$ cat config.mk
export PLATFORM = sky130hd
export DESIGN_NAME = spi_master_byte_controller
export DESIGN_NICKNAME = d
export VERILOG_FILES = /design/src/hdl/smbc_pkg.sv /design/src/hdl/smbc_csr.sv /design/src/hdl/smbc_engine.sv /design/src/hdl/spi_master_byte_controller.sv
export SDC_FILE = /design/constraint.sdc
export NUM_CORES = 1
export LEC_CHECK = 0
export BUFFER_PORTS_ARGS = -buffer_cell sky130_fd_sc_hd__clkbuf_2
export CAP_MARGIN = 20
export CELL_PAD_IN_SITES_DETAIL_PLACEMENT = 1
export CELL_PAD_IN_SITES_GLOBAL_PLACEMENT = 1
export CORE_UTILIZATION = 41
export CTS_CLUSTER_DIAMETER = 100
export DETAILED_ROUTE_END_ITERATION = 6
export GPL_TIMING_DRIVEN = 0
export PLACE_DENSITY_LB_ADDON = 0.1
export SYNTH_ARGS = -nofsm -noshare
export SYNTH_HDL_FRONTEND = slang
export SYNTH_SLANG_ARGS = --single-unit
$ cat constraint.sdc
create_clock -name clock -period 2.8 [get_ports clock]
set_input_delay 0.14 -clock clock [delete_from_list [all_inputs] [get_ports clock]]
set_output_delay 0.14 -clock clock [all_outputs]
set_load 0.005 [all_outputs]
$ cat src/hdl/smbc_pkg.sv
package smbc_pkg;

   localparam int NUM_CS     = 4;
   localparam int DIV_WIDTH  = 16;
   localparam int WORD_WIDTH = 8;
   localparam int BIT_CNT_W  = 4;
   localparam int CSR_DATA_W = 32;
   localparam int CSR_ADDR_W = 5;
   localparam int REG_IDX_W  = CSR_ADDR_W - 2;

   localparam logic [BIT_CNT_W-1:0] BITS_PER_WORD = BIT_CNT_W'(WORD_WIDTH);

   // status word bit positions
   localparam int STAT_BUSY     = 0;
   localparam int STAT_TX_EMPTY = 1;
   localparam int STAT_RX_READY = 2;

   typedef enum logic [1:0] {
      ACT_TICK        = 2'd0,
      ACT_WRITE       = 2'd1,
      ACT_READ_DATA   = 2'd2,
      ACT_READ_STATUS = 2'd3
   } action_type;

   typedef enum logic [REG_IDX_W-1:0] {
      REG_ENABLE    = 3'd0,
      REG_SPI_MODE  = 3'd1,
      REG_LOOPBACK  = 3'd2,
      REG_CLOCK_DIV = 3'd3,
      REG_CS_MASK   = 3'd4
   } reg_index_type;

   typedef struct packed {
      logic                 enable;
      logic [1:0]           spi_mode;
      logic                 loopback;
      logic [DIV_WIDTH-1:0] clock_divider;
      logic [NUM_CS-1:0]    chip_select_mask;
   } cfg_type;

   typedef struct packed {
      logic [WORD_WIDTH-1:0] read_data;
      logic                  sck;
      logic                  mosi;
      logic [NUM_CS-1:0]     cs_n;
      logic                  busy_res;
   } rsp_type;

endpackage

$ cat src/hdl/smbc_csr.sv
module smbc_csr
   import smbc_pkg::*;
(
   input  logic                  clock,
   input  logic                  reset,
   input  logic                  psel,
   input  logic                  penable,
   input  logic                  pwrite,
   input  logic [CSR_ADDR_W-1:0] paddr,
   input  logic [CSR_DATA_W-1:0] pwdata,
   output logic [CSR_DATA_W-1:0] prdata,
   output logic                  pready,
   output cfg_type               cfg
);

   cfg_type       cfg_ff, cfg_in;
   reg_index_type idx;
   logic          wr_en;

   assign idx    = reg_index_type'(paddr[CSR_ADDR_W-1:2]);
   assign pready = 1'b1;
   assign wr_en  = psel & penable & pwrite & pready;
   assign cfg    = cfg_ff;

   always_comb begin
      cfg_in = cfg_ff;
      if (wr_en) begin
         case (idx)
            REG_ENABLE:    cfg_in.enable           = pwdata[0];
            REG_SPI_MODE:  cfg_in.spi_mode         = pwdata[1:0];
            REG_LOOPBACK:  cfg_in.loopback         = pwdata[0];
            REG_CLOCK_DIV: cfg_in.clock_divider    = pwdata[DIV_WIDTH-1:0];
            REG_CS_MASK:   cfg_in.chip_select_mask = pwdata[NUM_CS-1:0];
            default: ;
         endcase
      end
   end

   always_comb begin
      prdata = '0;
      case (idx)
         REG_ENABLE:    prdata = CSR_DATA_W'(cfg_ff.enable);
         REG_SPI_MODE:  prdata = CSR_DATA_W'(cfg_ff.spi_mode);
         REG_LOOPBACK:  prdata = CSR_DATA_W'(cfg_ff.loopback);
         REG_CLOCK_DIV: prdata = CSR_DATA_W'(cfg_ff.clock_divider);
         REG_CS_MASK:   prdata = CSR_DATA_W'(cfg_ff.chip_select_mask);
         default: ;
      endcase
   end

   always_ff @(posedge clock) begin
      if (reset) begin
         cfg_ff <= '0;
      end else begin
         cfg_ff <= cfg_in;
      end
   end

endmodule

$ cat src/hdl/smbc_engine.sv
module smbc_engine
   import smbc_pkg::*;
(
   input  logic                  clock,
   input  logic                  reset,
   input  cfg_type               cfg,
   input  logic                  step,
   input  action_type            action,
   input  logic [WORD_WIDTH-1:0] tx_byte,
   input  logic                  miso,
   output rsp_type               rsp
);

   logic [WORD_WIDTH-1:0] tx_ff, tx_in, rx_ff, rx_in, hold_ff, hold_in;
   logic [BIT_CNT_W-1:0]  bit_ff, bit_in, bit_inc;
   logic [DIV_WIDTH-1:0]  hp_ff, hp_in;
   logic                  sck_ff, sck_in, busy_ff, busy_in, rdy_ff, rdy_in;
   logic                  cpol, cpha, leading, in_bit, started;
   logic [WORD_WIDTH-1:0] rd;

   assign cpol = cfg.spi_mode[0];
   assign cpha = cfg.spi_mode[1];

   always_comb begin
      tx_in   = tx_ff;
      rx_in   = rx_ff;
      hold_in = hold_ff;
      bit_in  = bit_ff;
      bit_inc = bit_ff + 1'b1;
      hp_in   = hp_ff;
      sck_in  = sck_ff;
      rdy_in  = rdy_ff;
      // clearing enable aborts a byte in flight
      busy_in = busy_ff & cfg.enable;
      rd      = '0;
      started = 1'b0;
      leading = (sck_ff == cpol);
      in_bit  = cfg.loopback ? tx_ff[WORD_WIDTH-1] : miso;

      case (action)
         ACT_WRITE: begin
            if (cfg.enable && !busy_in) begin
               tx_in   = tx_byte;
               rx_in   = '0;
               bit_in  = '0;
               hp_in   = '0;
               sck_in  = cpol;
               busy_in = 1'b1;
               started = 1'b1;
            end
         end
         ACT_READ_DATA: begin
            rd     = hold_ff;
            rdy_in = 1'b0;
         end
         ACT_READ_STATUS: begin
            rd[STAT_BUSY]     = busy_in;
            rd[STAT_TX_EMPTY] = ~busy_in;
            rd[STAT_RX_READY] = rdy_ff;
         end
         default: ;
      endcase

      if (busy_in && !started) begin
         if (hp_ff != cfg.clock_divider) begin
            hp_in = hp_ff + 1'b1;
         end else begin
            hp_in  = '0;
            sck_in = ~sck_ff;
            if (cpha ? !leading : leading) begin
               rx_in = {rx_ff[WORD_WIDTH-2:0], in_bit};
            end
            if ((!cpha && !leading) || (cpha && leading && bit_ff != '0)) begin
               tx_in = {tx_ff[WORD_WIDTH-2:0], 1'b0};
            end
            if (!leading) begin
               bit_in = bit_inc;
               if (bit_inc >= BITS_PER_WORD) begin
                  hold_in = rx_in;
                  rdy_in  = 1'b1;
                  busy_in = 1'b0;
                  bit_in  = '0;
                  sck_in  = cpol;
               end
            end
         end
      end
   end

   always_comb begin
      rsp.read_data = rd;
      rsp.sck       = busy_in ? sck_in : cpol;
      rsp.mosi      = tx_in[WORD_WIDTH-1];
      rsp.cs_n      = ~cfg.chip_select_mask;
      rsp.busy_res  = busy_in;
   end

   always_ff @(posedge clock) begin
      if (reset) begin
         tx_ff   <= '0;
         rx_ff   <= '0;
         hold_ff <= '0;
         bit_ff  <= '0;
         hp_ff   <= '0;
         sck_ff  <= 1'b0;
         busy_ff <= 1'b0;
         rdy_ff  <= 1'b0;
      end else if (step) begin
         tx_ff   <= tx_in;
         rx_ff   <= rx_in;
         hold_ff <= hold_in;
         bit_ff  <= bit_in;
         hp_ff   <= hp_in;
         sck_ff  <= sck_in;
         busy_ff <= busy_in;
         rdy_ff  <= rdy_in;
      end
   end

endmodule

$ cat src/hdl/spi_master_byte_controller.sv
// Channel  | Direction | Handshake              | Beat
// req      | in        | req_valid / req_stall  | action, tx_byte, miso
// rsp      | out       | rsp_valid / rsp_stall  | read_data, sck, mosi, cs_n, busy_res
// csr      | in/out    | APB, pready always 1   | 32-bit registers at 4*index
//
// One req beat per cycle while req_stall is low, one rsp beat per req beat; each beat passes
// an input register, then the tick logic into the result register.
// Synchronous active-high reset clears the control registers and all settings.
// A stalled rsp holds the result register; the input register still takes one
// beat, then req_stall rises until the result register drains.
module spi_master_byte_controller
   import smbc_pkg::*;
(
   input  logic                  clock,
   input  logic                  reset,
   input  logic                  req_valid,
   output logic                  req_stall,
   input  logic [1:0]            req_action,
   input  logic [WORD_WIDTH-1:0] req_tx_byte,
   input  logic                  req_miso,
   output logic                  rsp_valid,
   input  logic                  rsp_stall,
   output logic [WORD_WIDTH-1:0] rsp_read_data,
   output logic                  rsp_sck,
   output logic                  rsp_mosi,
   output logic [NUM_CS-1:0]     rsp_cs_n,
   output logic                  rsp_busy_res,
   input  logic                  csr_psel,
   input  logic                  csr_penable,
   input  logic                  csr_pwrite,
   input  logic [CSR_ADDR_W-1:0] csr_paddr,
   input  logic [CSR_DATA_W-1:0] csr_pwdata,
   output logic [CSR_DATA_W-1:0] csr_prdata,
   output logic                  csr_pready
);

   cfg_type               cfg;
   rsp_type               rsp_next;
   rsp_type               out_ff;
   logic                  out_valid_ff, out_valid_in;
   logic                  s1_valid_ff, s1_valid_in;
   action_type            s1_action_ff;
   logic [WORD_WIDTH-1:0] s1_tx_byte_ff;
   logic                  s1_miso_ff;
   logic                  out_load, step, req_take;

   smbc_csr u_csr (
      .clock   (clock),
      .reset   (reset),
      .psel    (csr_psel),
      .penable (csr_penable),
      .pwrite  (csr_pwrite),
      .paddr   (csr_paddr),
      .pwdata  (csr_pwdata),
      .prdata  (csr_prdata),
      .pready  (csr_pready),
      .cfg     (cfg)
   );

   smbc_engine u_engine (
      .clock   (clock),
      .reset   (reset),
      .cfg     (cfg),
      .step    (step),
      .action  (s1_action_ff),
      .tx_byte (s1_tx_byte_ff),
      .miso    (s1_miso_ff),
      .rsp     (rsp_next)
   );

   assign out_load     = ~out_valid_ff | ~rsp_stall;
   assign step         = s1_valid_ff & out_load;
   assign req_stall    = s1_valid_ff & ~out_load;
   assign req_take     = req_valid & ~req_stall;
   assign s1_valid_in  = req_take | (s1_valid_ff & ~step);
   assign out_valid_in = step | (out_valid_ff & rsp_stall);

   always_ff @(posedge clock) begin
      if (reset) begin
         s1_valid_ff  <= 1'b0;
         out_valid_ff <= 1'b0;
      end else begin
         s1_valid_ff  <= s1_valid_in;
         out_valid_ff <= out_valid_in;
      end
   end

   always_ff @(posedge clock) begin
      if (req_take) begin
         s1_action_ff  <= action_type'(req_action);
         s1_tx_byte_ff <= req_tx_byte;
         s1_miso_ff    <= req_miso;
      end
      if (step) begin
         out_ff <= rsp_next;
      end
   end

   assign rsp_valid     = out_valid_ff;
   assign rsp_read_data = out_ff.read_data;
   assign rsp_sck       = out_ff.sck;
   assign rsp_mosi      = out_ff.mosi;
   assign rsp_cs_n      = out_ff.cs_n;
   assign rsp_busy_res  = out_ff.busy_res;

endmodule

Yosys cells after proc, flatten, opt, wreduce, memory -nomap -nowiden
Cells that the tools add are included.

Add/sub/neg operators: 2. Magnitude comparators: 1. Eq/ne operators: 9. Muxes and demuxes: 44. Bitwise gates (word level): 21. Reductions and logical operators: 21.

Operators by type and width (number): 8-bit two-way mux (10); 16-bit case mux with 5 select lines (1); 16-bit two-way mux (4); 4-bit two-way mux (6); 1-bit two-way mux (22); 16-bit by 1-bit adder with 16-bit output (second input constant) (1); 16-bit != test (1); 2-bit AND reduction (5); 1-bit NOT (9); 1-bit bitwise AND (8); 3-bit by 2-bit equality test with 1-bit output (second input constant) (2); 3-bit case mux with 2 select lines (1); 1-bit logical AND (5); 5-bit AND reduction (1); 4-bit by 1-bit adder with 4-bit output (second input constant) (1); 2-bit equality test (second input constant) (2); 4-bit >= comparator (second input constant) (1); 1-bit zero test (4); 4-bit NOT (1); 2-bit nonzero test (2); 4-bit nonzero test (1); 3-bit by 1-bit equality test with 1-bit output (second input constant) (1); 3-bit equality test (second input constant) (1); 3-bit zero test (1); 5 further kinds (7).

Bits in registers: 99. Output and inout port bits: 50. Logic and storage cells: 122.

Depth between registers and ports, before layout
Depth in word-level cells: 10. Depth in mapped cells: 9.

Modules after synthesis
Synthesis repeated with hierarchy kept, for this count alone.

Cells, all modules: 531. Area total of the unflattened synthesis: 5153.7 µm².

Modules (own cells, without submodules): smbc_engine (times used 1, cells an instance 344, area an instance 2881.5 µm²); smbc_csr (times used 1, cells an instance 151, area an instance 1405.1 µm²); spi_master_byte_controller (times used 1, cells an instance 36, area an instance 867.1 µm²).

Worst setup path before layout
No wires, ideal clock.

Path kind: register to register. From: register u_csr.cfg_ff (netlist bit u_csr.cfg[21]). To: register u_engine.rx_ff[1]. Library setup time: 0.117 ns. Arrival time: 1.874 ns. Required time: 2.683 ns. Path slack: 0.810 ns. Stages on the path, launching flop included: 9. Buffers on the path: 2. Path through: dfxtp_1 -> clkbuf_1 -> xnor2_1 -> inv_1 -> ha_1 -> clkbuf_1 -> nand2_1 -> o21a_2 -> a22o_1.

Word-level cells in the longest chain between the ends: 6.

RTL lines: start, declared (line smbc_csr.sv:16) `cfg_type cfg_ff, cfg_in;`; start signal, assigned (line smbc_csr.sv:55) `cfg_ff <= cfg_in;`; 1-bit equality test (*) (line smbc_engine.sv:37) `leading = (sck_ff == cpol);`; 1-bit zero test (line smbc_engine.sv:70) `if (cpha ? !leading : leading) begin`; 1-bit two-way mux (*) (line smbc_engine.sv:70); 8-bit two-way mux (*) (line smbc_engine.sv:70); 8-bit two-way mux (*) (line smbc_engine.sv:65) `if (hp_ff != cfg.clock_divider) begin`; 8-bit two-way mux (*) (line smbc_engine.sv:64) `if (busy_in && !started) begin`; end signal, assigned (line smbc_engine.sv:110) `rx_ff <= rx_in;`; end, declared (line smbc_engine.sv:14) `logic [WORD_WIDTH-1:0] tx_ff, tx_in, rx_ff, rx_in, hold_ff, hold_in;`.

Mark *: on every way between the ends. The rest lies on a longest branch, timed or not. A chain may end at the register's enable or synchronous reset.

Final worst setup path
From: register out_valid_ff, in the netlist rsp_valid. To: register u_engine.hp_ff[9].

Word-level cells in the longest chain between the ends: 4.

RTL lines: start, declared (line spi_master_byte_controller.sv:40) `logic out_valid_ff, out_valid_in;`; start signal, assigned (line spi_master_byte_controller.sv:84) `out_valid_ff <= out_valid_in;`; 1-bit NOT (line spi_master_byte_controller.sv:71) `assign out_load = ~out_valid_ff | ~rsp_stall;`; 1-bit bitwise OR (line spi_master_byte_controller.sv:71); 1-bit bitwise AND (line spi_master_byte_controller.sv:72) `assign step = s1_valid_ff & out_load;`; named net step (line spi_master_byte_controller.sv:45) `logic out_load, step, req_take;`; 3-bit AND reduction (no source line); end signal, assigned (line smbc_engine.sv:113) `hp_ff <= hp_in;`; end, declared (line smbc_engine.sv:16) `logic [DIV_WIDTH-1:0] hp_ff, hp_in;`.

The timed path passes the listed nets, and every way through them passes these cells.

==> flow_summary.html <==
<table>
<tr><th>Metric</th><th>Value</th></tr>
<tr><th colspan="2">Cells and area</th></tr>
<tr><td>Number of nets in the final layout</td><td>~650</td></tr>
<tr><td>Share of final-layout standard cells stronger than drive strength 1</td><td>0.2254</td></tr>
<tr><td>Area added between synthesis and finish</td><td>21.06%</td></tr>
<tr><td>Antenna Diode Count</td><td>0</td></tr>
<tr><td>Fillcell total</td><td>~1300</td></tr>
<tr><th colspan="2">Synthesis</th></tr>
<tr><td>Multiplexer share of the synthesized area</td><td>0.03275</td></tr>
<tr><td>Post-synthesis xor/xnor area fraction</td><td>0.06333</td></tr>
<tr><td>Count of mapped cells out of synthesis</td><td>~480</td></tr>
<tr><td>Sequential area share after synthesis</td><td>0.4850</td></tr>
<tr><td>Fraction of synthesized cell area taken by the top area cell type</td><td>0.3161</td></tr>
<tr><td>Mean area per synthesized cell</td><td>9.652 µm²</td></tr>
<tr><td>Compound-gate portion of the synthesized area</td><td>0.1342</td></tr>
<tr><td>Number of enable flip-flop cells after synthesis</td><td>26</td></tr>
<tr><td>YS warnings</td><td>0</td></tr>
<tr><td>Largest cells by area after synthesis</td><td>sky130_fd_sc_hd__dfxtp_1 (32%), sky130_fd_sc_hd__edfxtp_1 (17%), sky130_fd_sc_hd__nand2_1 (4.9%)</td></tr>
<tr><td>Post-synthesis share of cell area spent on full adders, half adders and majority gates</td><td>0.01353</td></tr>
<tr><td>Top cell type by total area after synthesis</td><td>sky130_fd_sc_hd__dfxtp_1</td></tr>
<tr><td>Dominant synthesized flop cell</td><td>sky130_fd_sc_hd__dfxtp_1</td></tr>
<tr><td>Number of synthesized register bits</td><td>~100</td></tr>
<tr><td>Combinational family with the most area after synthesis</td><td>simple AND/OR/NAND/NOR gates</td></tr>
<tr><td>Area of the mapped netlist</td><td>0.004623 mm²</td></tr>
<tr><td>Number of distinct library cell variants in the gate-level netlist after synthesis</td><td>60</td></tr>
<tr><td>Post-synthesis async set-or-reset flop share</td><td>0</td></tr>
<tr><td>Simple logic cell fraction of the synthesized area</td><td>0.2073</td></tr>
<tr><th colspan="2">Floorplanning</th></tr>
<tr><td>Vert. Die Dim</td><td>108.2 µm</td></tr>
<tr><td>Placeable core region</td><td>0.01094 mm²</td></tr>
<tr><td>Number of rows created at floorplan</td><td>38</td></tr>
<tr><td>DIE AREA</td><td>about 0.012 mm²</td></tr>
<tr><td>Effective utilization at floorplan</td><td>0.4228</td></tr>
<tr><td>IO Pins</td><td>about 110</td></tr>
<tr><td>Die Width</td><td>around 110 µm</td></tr>
<tr><th colspan="2">Critical path</th></tr>
<tr><td>Kind of critical path</td><td>flop to flop</td></tr>
<tr><td>Nature of the critical path endpoint</td><td>flop</td></tr>
<tr><td>Crit path required time</td><td>~3000 ps</td></tr>
<tr><td>Critical Path Start</td><td>rsp_valid</td></tr>
<tr><td>Beginning of the worst register-to-register path</td><td>rsp_valid</td></tr>
<tr><td>Crit path launch type</td><td>flop</td></tr>
<tr><td>Maximum fanout along the worst path</td><td>24</td></tr>
<tr><td>CP Data Arrival Time</td><td>2660 ps</td></tr>
<tr><td>Worst Reg2Reg Path Length in Cells</td><td>8</td></tr>
<tr><th colspan="2">Global route</th></tr>
<tr><td>Initial antenna violation count</td><td>0</td></tr>
<tr><td>Pin count of the biggest net entering global routing</td><td>25</td></tr>
<tr><td>Number of global-route vias before repair</td><td>3604</td></tr>
<tr><td>Global-route wire length before repair</td><td>around 18000 µm</td></tr>
<tr><td>Overall track demand over capacity in global routing</td><td>0.2051</td></tr>
<tr><td>Total grt overflow</td><td>0</td></tr>
<tr><th colspan="2">Timing</th></tr>
<tr><td>Max-slew violation total from the final report</td><td>0</td></tr>
<tr><td>Final Setup Violations</td><td>0</td></tr>
<tr><td>RSZ-0062 raised after global routing</td><td>no</td></tr>
<tr><td>Setup clock skew after layout</td><td>roughly 6.7 ps</td></tr>
<tr><td>Post-route fraction of the period consumed by the critical path</td><td>0.8666</td></tr>
<tr><td>Maximum clock frequency</td><td>0.4121 GHz</td></tr>
<tr><td>Worst Tran Pin Value</td><td>approximately 700 ps</td></tr>
<tr><td>Final worst hold slack</td><td>approximately 13 ps</td></tr>
<tr><td>Number of hold violations in the final report</td><td>0</td></tr>
<tr><td>Relative slew slack</td><td>0.5320</td></tr>
<tr><td>Clock period minus final worst setup slack</td><td>2427 ps</td></tr>
<tr><td>Setup tns final</td><td>0 ps</td></tr>
<tr><th colspan="2">Place</th></tr>
<tr><td>Placer congestion estimate</td><td>~0.79</td></tr>
<tr><td>Dpl hpwl</td><td>8187 µm</td></tr>
<tr><td># port buffers</td><td>68</td></tr>
<tr><th colspan="2">Clock tree</th></tr>
<tr><td>Library cell used as clock root buffer</td><td>sky130_fd_sc_hd__clkbuf_16</td></tr>
<tr><td>CTS H-tree lvls</td><td>3</td></tr>
<tr><td>Number of buffers inserted to repair setup after CTS</td><td>0</td></tr>
<tr><td>Number of gates resized after cts</td><td>0</td></tr>
<tr><td>Number of buffers inserted during clock tree synthesis</td><td>9</td></tr>
<tr><td>Insertion delay of the later-clocked pin in the worst-skew pair</td><td>350 ps</td></tr>
<tr><td>Clock Path Buffers</td><td>2</td></tr>
<tr><td>CTS tree</td><td>done</td></tr>
<tr><td>Number of sinks driven by the clock tree</td><td>99</td></tr>
<tr><td>CTS clock-pin slew for the worst setup and hold paths</td><td>70 ps</td></tr>
<tr><th colspan="2">Run status</th></tr>
<tr><td>Run status</td><td>complete, no violations</td></tr>
<tr><th colspan="2">Route</th></tr>
<tr><td>Overall routed net length</td><td>between 10000 and 15000 µm</td></tr>
<tr><td>Number of design rule violations left after detail routing</td><td>0</td></tr>
<tr><td>Vias per Instance</td><td>a little over 5</td></tr>
<tr><td>Remaining antenna violation count</td><td>0</td></tr>
<tr><td>Drt pass-1 iters</td><td>4</td></tr>
<tr><td>Count of routing violations after the opening detailed-route iteration</td><td>between 80 and 90</td></tr>
<tr><td>Detail-routed net length per standard cell</td><td>15.34 µm</td></tr>
<tr><td>Via total after detailed routing</td><td>~3700</td></tr>
<tr><th colspan="2">Power</th></tr>
<tr><td>Static leakage</td><td>between 0.002 and 0.0025 µW</td></tr>
<tr><td>Highest ir drop seen on vdd</td><td>around 0.27 mV</td></tr>
<tr><td>Pwr/cell area</td><td>a little over 500 mW/mm²</td></tr>
<tr><th colspan="2">Min path</th></tr>
<tr><td>Cell depth of the worst hold path</td><td>3</td></tr>
<tr><td>Worst hold path type</td><td>input pin to flop</td></tr>
<tr><td>Launch point of the worst hold path</td><td>csr_pwdata[14]</td></tr>
<tr><th colspan="2">Job</th></tr>
<tr><td>Max-cap viol count</td><td>0</td></tr>
</table>
logic make-up (layout without fill, tap and decap cells):
| group | count (synthesis) | count (layout) |
|---|---|---|
| and+or+nand+nor | 190 | 190 |
| DFF | 99 | 99 |
| AOI/OAI and AO/OA | 90 | 90 |
| buffers and inverters | 48 | 144 |
| xor gates and xnor gates | 30 | 30 |
| muxes | 15 | 15 |
| adders and majority gates | 5 | 5 |
| other | 2 | 17 |
layout by cell type, fill, tap and decap left out, types with 11 or more instances in the layout:
master / instances
sky130_fd_sc_hd__a21oi_1: 28
sky130_fd_sc_hd__a22o_1: 15
sky130_fd_sc_hd__and2_1: 20
sky130_fd_sc_hd__buf_4: 18
sky130_fd_sc_hd__clkbuf_2: 68
sky130_fd_sc_hd__conb_1: 17
sky130_fd_sc_hd__dfxtp_1: 73
sky130_fd_sc_hd__dlygate4sd3_1: 11
sky130_fd_sc_hd__edfxtp_1: 26
sky130_fd_sc_hd__inv_1: 11
sky130_fd_sc_hd__mux2i_1: 14
sky130_fd_sc_hd__nand2_1: 60
sky130_fd_sc_hd__nand3_1: 14
sky130_fd_sc_hd__nor2_1: 52
sky130_fd_sc_hd__xnor2_1: 17
path summary, 6_finish.rpt:
check	end	slack (ps)
max	u_engine.hp_ff[9]	370
min	u_csr.cfg[18]	10
max reg2reg	u_engine.hp_ff[9]	370
min reg2reg	u_engine.tx_ff[5]	460
metal layers:
layer / vias up / track usage / part of all wire
met1: 1724 / 0.2765 / 0.48
met2: 87 / 0.3335 / 0.47
met4: 0 / 0.07828 / 0.014
met5: - / 0 / 0
li1: 1850 / - / -
met3: 9 / 0.02712 / 0.038
flip-flops by register name, summed over array words and instances, names as in the netlist, 4 cells and up:
signal and cells:
u_csr.cfg 24, u_engine.hp_ff 16, rsp_read_data 8, s1_tx_byte_ff 8, u_engine.hold_ff 8, u_engine.rx_ff 8
u_engine.tx_ff 8, rsp_cs_n 4, u_engine.bit_ff 4
power by group:
group / leakage (µW) / internal, µW / switching, µW
logic: 0.00124 / 78.3 / 98.6
clock network: 0.000132 / 631 / 555
registers: 0.000822 / 1490 / 11.2
worst max-delay path: stages, from the launching register on:
cell and delay [ps]:
sky130_fd_sc_hd__dfxtp_1 330, sky130_fd_sc_hd__nand2_1 70, sky130_fd_sc_hd__nand2_1 190, sky130_fd_sc_hd__inv_2 450
sky130_fd_sc_hd__o211ai_1 380, sky130_fd_sc_hd__nor3_1 520, sky130_fd_sc_hd__nand3_1 150, sky130_fd_sc_hd__xor2_1 160
sky130_fd_sc_hd__nor2_1 50
Yosys cell counts (all sizes together) (2+ instances only):
| cell | number |
|---|---|
| a211oi | 8 |
| a22o | 15 |
| nand2 | 61 |
| nor4 | 4 |
| and3 | 5 |
| and2 | 21 |
| and4 | 2 |
| nor2 | 53 |
| o211ai | 2 |
| nor2b | 6 |
| clkbuf | 9 |
| inv | 12 |
| a21o | 7 |
| a31oi | 4 |
| a21oi | 29 |
| nand3b | 2 |
| edfxtp | 26 |
| xnor2 | 21 |
| nor3 | 3 |
| dfxtp | 73 |
| ha | 5 |
| a311oi | 2 |
| conb | 2 |
| nand4 | 10 |
| buf | 27 |
| mux2i | 14 |
| o31a | 2 |
| or3 | 2 |
| o21ai | 7 |
| a22oi | 8 |
| xor2 | 9 |
| or2 | 2 |
| nand3 | 15 |
metrics by stage:
step	power [µW]	instances	utilization	worst slack (ps)	area (µm²)
3_3_place_gp	1691	702	0.4751	391.6	5195
2_1_floorplan	1627	494	-	809.7	4679
6_report	2864	730	0.5118	373.5	5597
4_1_cts	2890	730	0.5118	350.8	5597
5_1_grt	2967	730	0.5118	68.35	5597
3_5_place_dp	1698	703	0.4761	380.6	5206
timing repair:
action | 4_1_cts | 5_1_grt
hold buffers | 11 | 0
endpoints found under the setup margin | 0 | 0
hold endpoints to repair | 11 | 0
layout make-up:
type                            count  area (µm²)  area share
Timing Repair Buffer               80       461.7     0.08249
Sequential cell                    99        2242      0.4006
Inverter                           12       45.04    0.008048
Clock inverter                      5       37.54    0.006707
Multi-Input combinational cell    347        2150      0.3841
Clock buffer                       11       242.7     0.04337
Buffer                             36       242.7     0.04337
Tap cell                          140       175.2     0.03130
Note: power is estimated with default switching activity, not from simulation.
